**config.mk**
```make
export PLATFORM = sky130hd
export DESIGN_NAME = cise_queue
export DESIGN_NICKNAME = d
export VERILOG_FILES = /design/src/design/cise_pkg.sv /design/src/design/cise_queue.sv
export SDC_FILE = /design/constraint.sdc
export NUM_CORES = 1
export LEC_CHECK = 0
export BUFFER_PORTS_ARGS = -buffer_cell sky130_fd_sc_hd__buf_4
export CORE_UTILIZATION = 45
export CTS_CLUSTER_SIZE = 24
export DETAILED_ROUTE_END_ITERATION = 10
export GPL_TIMING_DRIVEN = 0
export PLACE_DENSITY = 0.7
export SYNTH_ARGS = -nofsm -noshare
export SYNTH_HDL_FRONTEND = slang
export SYNTH_SLANG_ARGS = --single-unit
```
**constraint.sdc**
```tcl
create_clock -name clock -period 1.9 [get_ports clock]
set_input_delay 0.19 -clock clock [delete_from_list [all_inputs] [get_ports clock]]
set_output_delay 0.19 -clock clock [all_outputs]
set_load 0.02 [all_outputs]
```
**src/design/cise_pkg.sv**
```systemverilog
// package for the cpu instruction subset executor
// holds request modes, opcodes, sequencer states, reset values and the queue word type
package cise_pkg;

   typedef enum logic [1:0] {
      MODE_EXEC  = 2'd0,
      MODE_WRITE = 2'd1,
      MODE_READ  = 2'd2,
      MODE_NONE  = 2'd3
   } mode_type;

   typedef enum logic [3:0] {
      ST_CLEAR, ST_BOOT, ST_IDLE, ST_FETCH, ST_DECODE, ST_IMM1, ST_IMM2,
      ST_OPER, ST_WR1, ST_WR2, ST_DONE
   } state_type;

   localparam logic [7:0] OP_NOP    = 8'h00;
   localparam logic [7:0] OP_LDBCA  = 8'h02;
   localparam logic [7:0] OP_LDDEA  = 8'h12;
   localparam logic [7:0] OP_LDNNSP = 8'h08;
   localparam logic [7:0] OP_LDHLN  = 8'h36;
   localparam logic [7:0] OP_HALT   = 8'h76;
   localparam logic [7:0] OP_LDNNA  = 8'hEA;

   // pair opcode families: ld rr,nn and inc rr
   localparam logic [7:0] OP_MASK_PAIR = 8'hCF;
   localparam logic [7:0] OP_LDRRNN    = 8'h01;
   localparam logic [7:0] OP_INCRR     = 8'h03;

   // 8-bit operand index that selects the byte at (hl)
   localparam logic [2:0] REG_MEM = 3'd6;

   localparam logic [15:0] RST_AF = 16'h01B0;
   localparam logic [15:0] RST_BC = 16'h0013;
   localparam logic [15:0] RST_DE = 16'h00D8;
   localparam logic [15:0] RST_HL = 16'h014D;
   localparam logic [15:0] RST_SP = 16'hFFFE;
   localparam logic [15:0] RST_PC = 16'h0100;

   localparam int BOOT_N = 31;

   typedef struct packed {
      mode_type    mode;
      logic [15:0] address;
      logic [7:0]  write_data;
   } word_type;

   typedef struct packed {
      logic [15:0] address;
      logic [7:0]  value;
   } boot_type;

   function automatic boot_type boot_entry(input logic [4:0] i);
      case (i)
         5'd0:  boot_entry = '{16'hFF05, 8'h00};
         5'd1:  boot_entry = '{16'hFF06, 8'h00};
         5'd2:  boot_entry = '{16'hFF07, 8'h00};
         5'd3:  boot_entry = '{16'hFF10, 8'h80};
         5'd4:  boot_entry = '{16'hFF11, 8'hBF};
         5'd5:  boot_entry = '{16'hFF12, 8'hF3};
         5'd6:  boot_entry = '{16'hFF14, 8'hBF};
         5'd7:  boot_entry = '{16'hFF16, 8'h3F};
         5'd8:  boot_entry = '{16'hFF17, 8'h00};
         5'd9:  boot_entry = '{16'hFF19, 8'hBF};
         5'd10: boot_entry = '{16'hFF1A, 8'h7F};
         5'd11: boot_entry = '{16'hFF1B, 8'hFF};
         5'd12: boot_entry = '{16'hFF1C, 8'h9F};
         5'd13: boot_entry = '{16'hFF1E, 8'hBF};
         5'd14: boot_entry = '{16'hFF20, 8'hFF};
         5'd15: boot_entry = '{16'hFF21, 8'h00};
         5'd16: boot_entry = '{16'hFF22, 8'h00};
         5'd17: boot_entry = '{16'hFF23, 8'hBF};
         5'd18: boot_entry = '{16'hFF24, 8'h77};
         5'd19: boot_entry = '{16'hFF25, 8'hF3};
         5'd20: boot_entry = '{16'hFF26, 8'hF1};
         5'd21: boot_entry = '{16'hFF40, 8'h91};
         5'd22: boot_entry = '{16'hFF42, 8'h00};
         5'd23: boot_entry = '{16'hFF43, 8'h00};
         5'd24: boot_entry = '{16'hFF45, 8'h00};
         5'd25: boot_entry = '{16'hFF47, 8'hFC};
         5'd26: boot_entry = '{16'hFF48, 8'hFF};
         5'd27: boot_entry = '{16'hFF49, 8'hFF};
         5'd28: boot_entry = '{16'hFF4A, 8'h00};
         5'd29: boot_entry = '{16'hFF4B, 8'h00};
         default: boot_entry = '{16'hFFFF, 8'h00};
      endcase
   endfunction

endpackage

```
**src/design/cise_queue.sv**
```systemverilog
// front end: two-entry word queue between request port and executor
// depends on cise_pkg
module cise_queue import cise_pkg::*; (
   input  logic     clock,
   input  logic     reset,
   input  logic     in_valid,
   output logic     in_ready,
   input  word_type in_word,
   output logic     out_valid,
   input  logic     out_ready,
   output word_type out_word
);

   word_type   mem_ff [2];
   word_type   mem_in;
   logic       wr_ptr_ff, wr_ptr_in, rd_ptr_ff, rd_ptr_in;
   logic [1:0] count_ff, count_in;
   logic       push, pop;

   assign in_ready  = (count_ff != 2'd2);
   assign out_valid = (count_ff != 2'd0);
   assign out_word  = mem_ff[rd_ptr_ff];
   assign push      = in_valid && in_ready;
   assign pop       = out_valid && out_ready;
   assign mem_in    = in_word;

   always_comb begin
      wr_ptr_in = wr_ptr_ff ^ push;
      rd_ptr_in = rd_ptr_ff ^ pop;
      count_in  = count_ff + {1'b0, push} - {1'b0, pop};
   end

   always_ff @(posedge clock) begin
      if (push) begin
         mem_ff[wr_ptr_ff] <= mem_in;
      end
   end

   always_ff @(posedge clock) begin
      if (reset) begin
         wr_ptr_ff <= 1'b0;
         rd_ptr_ff <= 1'b0;
         count_ff  <= 2'd0;
      end else begin
         wr_ptr_ff <= wr_ptr_in;
         rd_ptr_ff <= rd_ptr_in;
         count_ff  <= count_in;
      end
   end

endmodule

```
=== Word-level counts from Yosys, hierarchy flattened ===
Memories as Yosys holds them, arrays and structs flattened. A register that Yosys moved wholly into a read port is not among the register bits.
Cells that the tools add are included.

* Register bits after elaboration: 4
* Memory bits (writable): 52
* Input port bits: 30
* Output and inout bits: 28
* Word-level logic and storage cells: 15
* Memories kept: 1

* Add/subtract/negate cells: 2
* Eq/ne operators: 1
* Muxes and demuxes: 3
* Bitwise gates (word level): 2
* Reduce and logical (&&, ||, !) cells: 3

{| class="wikitable"
|+ Memory list
! memory !! words !! bits a word !! read ports !! clocked after Yosys merged registers in !! wr ports !! line !! source
|-
| mem_ff || 2 || 26 || 1 || 1 || 1 || cise_queue.sv:14 || <nowiki>word_type mem_ff [2];</nowiki>
|}

{| class="wikitable"
|+ Operator list
! kind !! count
|-
| $mux 1 || 3
|-
| $add 2x1->2 || 1
|-
| $logic_and 1x1->1 || 2
|-
| $ne 2x2->1 const B || 1
|-
| $reduce_bool 2->1 || 1
|-
| $sub 2x1->2 || 1
|-
| $xor 1x1->1 || 2
|}

=== Longest topological paths before layout ===
* Depth in word-level cells: 4
* Depth in mapped cells: 6
* Depth with buffers taken out: 6

=== Least setup slack after synthesis ===
No wires, ideal clock.

* Kind: reg2reg
* Start: register count_ff[0]
* End: memory mem_ff[0][0] (netlist bit) (enable)
* Library setup time: 385 ps
* Arrival: 1521 ps
* Required time: 1515 ps
* Path slack: -6 ps
* Stages on the path, launching flop included: 4
* Path buffers: 0
* Period minus slack after synthesis: 1906 ps
* Cells stage by stage: dfxtp_1 -> nand2b_1 -> and2_1 -> ha_1

* Word-level cells in the longest chain between the ends: 4

{| class="wikitable"
|+ RTL lines
! what !! line !! source
|-
| from (decl) || cise_queue.sv:17 || <nowiki>logic [1:0] count_ff, count_in;</nowiki>
|-
| from (signal assigned) || cise_queue.sv:47 || <nowiki>count_ff <= count_in;</nowiki>
|-
| $ne 2x2->1 || cise_queue.sv:20 || <nowiki>assign in_ready = (count_ff != 2'd2);</nowiki>
|-
| net in_ready || cise_queue.sv:7 || <nowiki>output logic in_ready,</nowiki>
|-
| $logic_and 1x1->1 || cise_queue.sv:23 || <nowiki>assign push = in_valid && in_ready;</nowiki>
|-
| $mux 1 || cise_queue.sv:34 || <nowiki>if (push) begin</nowiki>
|-
| $mux 1 (not written as such) || cise_queue.sv:35 || <nowiki>mem_ff[wr_ptr_ff] <= mem_in;</nowiki>
|-
| to (decl) || cise_queue.sv:14 ||
|}

The timed path passes the listed nets, and every way through them passes these cells.

==> qor.txt <==
outcome - finished, final reports clean
Initial Util - 0.478
nets - 204
vias in the first global route - 1232
dpl cells - 217
port bufs - 57
RSZ-0062 raised after global routing - no
wire length per cell - 15.6 µm
Non-Filler Instances - 225
Routed WL - 3.51 mm
FF+latch count, synth - 56
slew of the pin with the lowest slew margin - 0.642 ns
Max-Cap Viols - 0
yosys warns - 0
largest net degree at the start of global routing - 27
CP max-delay cell - mux2_2
Worst Path Class, Setup - flip-flop to output pin
Sum Neg Setup Slack - 0 ns
iteration-0 DRC count of the detailed router - 60
Critical Path Start - rd_ptr_ff
post-place setup slack - -0.156 ns
crit end category - output pin
DIE AREA - 4960 µm²
fin crit share - 0.926
fin area - 2700 µm²
Overflow after GRT - 0
core area - 4410 µm²
Gate Count Post-Synth - 108
initial antenna violation count - 0
Clock Tree Buf Depth - 2
H-tree Lvls - 2
Synth cell types - 21
row count - 24
ratio of cells with drive above 1 in the final layout - 0.555
Worst Clk Skew - 0.00628 ns
Final ANT Viol Nets - 0
synthesized netlist net count - 140
hold buffer count at cts - 0
WP data required - 1.71 ns
gr usage total - 0.153
worst endpoint data arrival time - 1.57 ns
Worst slew margin - 0.572
startpoint types - flip-flop
post-synthesis sequential area ratio - 0.779
RR Startpoint - count_ff[1]
CP max FO - 10
Tmin final - 1.76 ns
first-pass GRT wire length - 5.66 mm
most used cell along the critical path - buf_4
final core occ - 0.611
post-synthesis cell area - 2110 µm²
max-slew violation count - 0
Hold Vio Cnt, Final - 0
Lkg Pwr - 1.03 nW
DP Area - 2600 µm²
PD cells - 1170 nW/µm²
reg2reg setup slack - 0.24 ns
f_max - 568 MHz
Clock transition at path regs - 0.09 ns
Area growth syn-to-layout - 28.0%
chip height - 70.4 µm
Clock Sinks - 56
critical-path cell list - buf_4 -> buf_2 -> mux2_2 -> buf_4
worst hold-check path type - input pin to flip-flop
clock root buffer - clkbuf_8
Num CTS Buffers - 5
maximum vdd ir drop - 0.000598 V
clock latency on the worst-skew pair - 0.30 ns
DRC violations left - 0
TritonCTS clock tree - yes
depth of the worst hold-timing path - 1
worst reg2reg path depth - 6
# setup viols final - 0
gpl congestion - 0.662
DR pass1 iterations - 4
DP HPWL - 2.32 mm
max incr delay on CP - 0.37 ns
drt via density - 5.04
syn avg cell area - 19.5 µm²
antenna cell count - 0
die width - 70.4 µm
min-delay src - in_word[22]
post-route setup slack - 0.140 ns
via count - 1134
I/O Pins - 58
[placed cells by master (no fill, tap or decap)]
cell type,Yosys,final
a211oi_1,1,1
a21bo_1,1,1
a32oi_1,1,1
and2_1,1,1
and2b_1,1,1
and3_2,0,1
buf_2,1,1
buf_4,2,59
clkbuf_8,0,5
clkinv_1,0,1
clkinv_2,0,2
dfxtp_1,4,4
edfxtp_1,52,52
ha_1,2,1
ha_4,0,1
inv_1,1,1
mux2_1,1,1
mux2_2,26,26
nand2b_1,1,1
nand3_1,1,1
nor2_1,5,5
nor2b_1,2,2
o21ai_0,2,2
or2_2,1,1
xor2_1,1,1
[sequential cells by signal (all words and copies together), names as in the netlist]
register and flops:
mem_ff 52, count_ff 2, rd_ptr_ff 1, wr_ptr_ff 1
[critical path, delay by kind of cell (launching register included)]
kind	cells	cell delay, ns
DFF	1	0.32
buffers and inverters	3	0.59
muxes	1	0.37
[per-stage QoR]
step                total power, mW  hold slack (ns)
floorplan                      2.20            0.257
finish                         3.16           0.0689
global route                   3.32           0.0436
detailed placement             2.58            0.377
global placement               2.55            0.374
CTS                            3.19           0.0559
[kinds of logic after synthesis]
kind of cell / synth area share
DFF: 0.779
muxes: 0.144
and+or+nand+nor: 0.0326
AOI/OAI and AO/OA: 0.0172
buffers and inverters: 0.0113
adders and majority gates: 0.0119
xor gates and xnor gates: 0.00416
[cell type report]
type / count / area (µm²)
buffer: 3 / 20.0
clock buffer: 5 / 68.8
clock inverter: 3 / 13.8
fill: 359 / 1720
inverter: 1 / 3.75
multi-input combinational: 48 / 457
sequential: 56 / 1640
tap: 52 / 65.1
timing repair buffer: 57 / 428
[worst paths after layout]
kind	to
hold / removal	mem_ff[1][22]
hold reg to reg	wr_ptr_ff
setup / recovery	out_word[6]
setup reg to reg	count_ff[1]
[synth_stat cells, drive strengths merged]
| cell type | instances | area (µm²) |
|---|---|---|
| and3 | 1 | 6.26 |
| inv | 1 | 3.75 |
| o21ai | 2 | 10.0 |
| a211oi | 1 | 7.51 |
| edfxtp | 52 | 1560 |
| dfxtp | 4 | 80.1 |
| nor2 | 5 | 18.8 |
| and2b | 1 | 7.51 |
| nor2b | 2 | 12.5 |
| buf | 3 | 20.0 |
| nand2b | 1 | 6.26 |
| xor2 | 1 | 8.76 |
| ha | 2 | 25.0 |
| or2 | 1 | 6.26 |
| a21bo | 1 | 10.0 |
| a32oi | 1 | 8.76 |
| and2 | 1 | 6.26 |
| mux2 | 27 | 304 |
| nand3 | 1 | 5.00 |
[metal layers]
metal  vias up  track usage  wire [µm]
li1        544            -          -
met1       536        0.168       1410
met2        44        0.259       1790
met3        10       0.0563        221
met4         0       0.0756         87
met5         -            0          0
[report_power, final]
group          total, mW  internal (mW)  switching, mW
Combinational      0.974          0.470          0.504
Sequential          1.58           1.53         0.0528
Clock              0.603          0.251          0.352
Total               3.16           2.25          0.909
[what timing repair did]
item / in CTS / in global routing
resized for setup: 1 / 1
endpoints found under the setup margin: 26 / 23
buffers inserted: 0 / 0
Power figures use the tool's default switching activity.
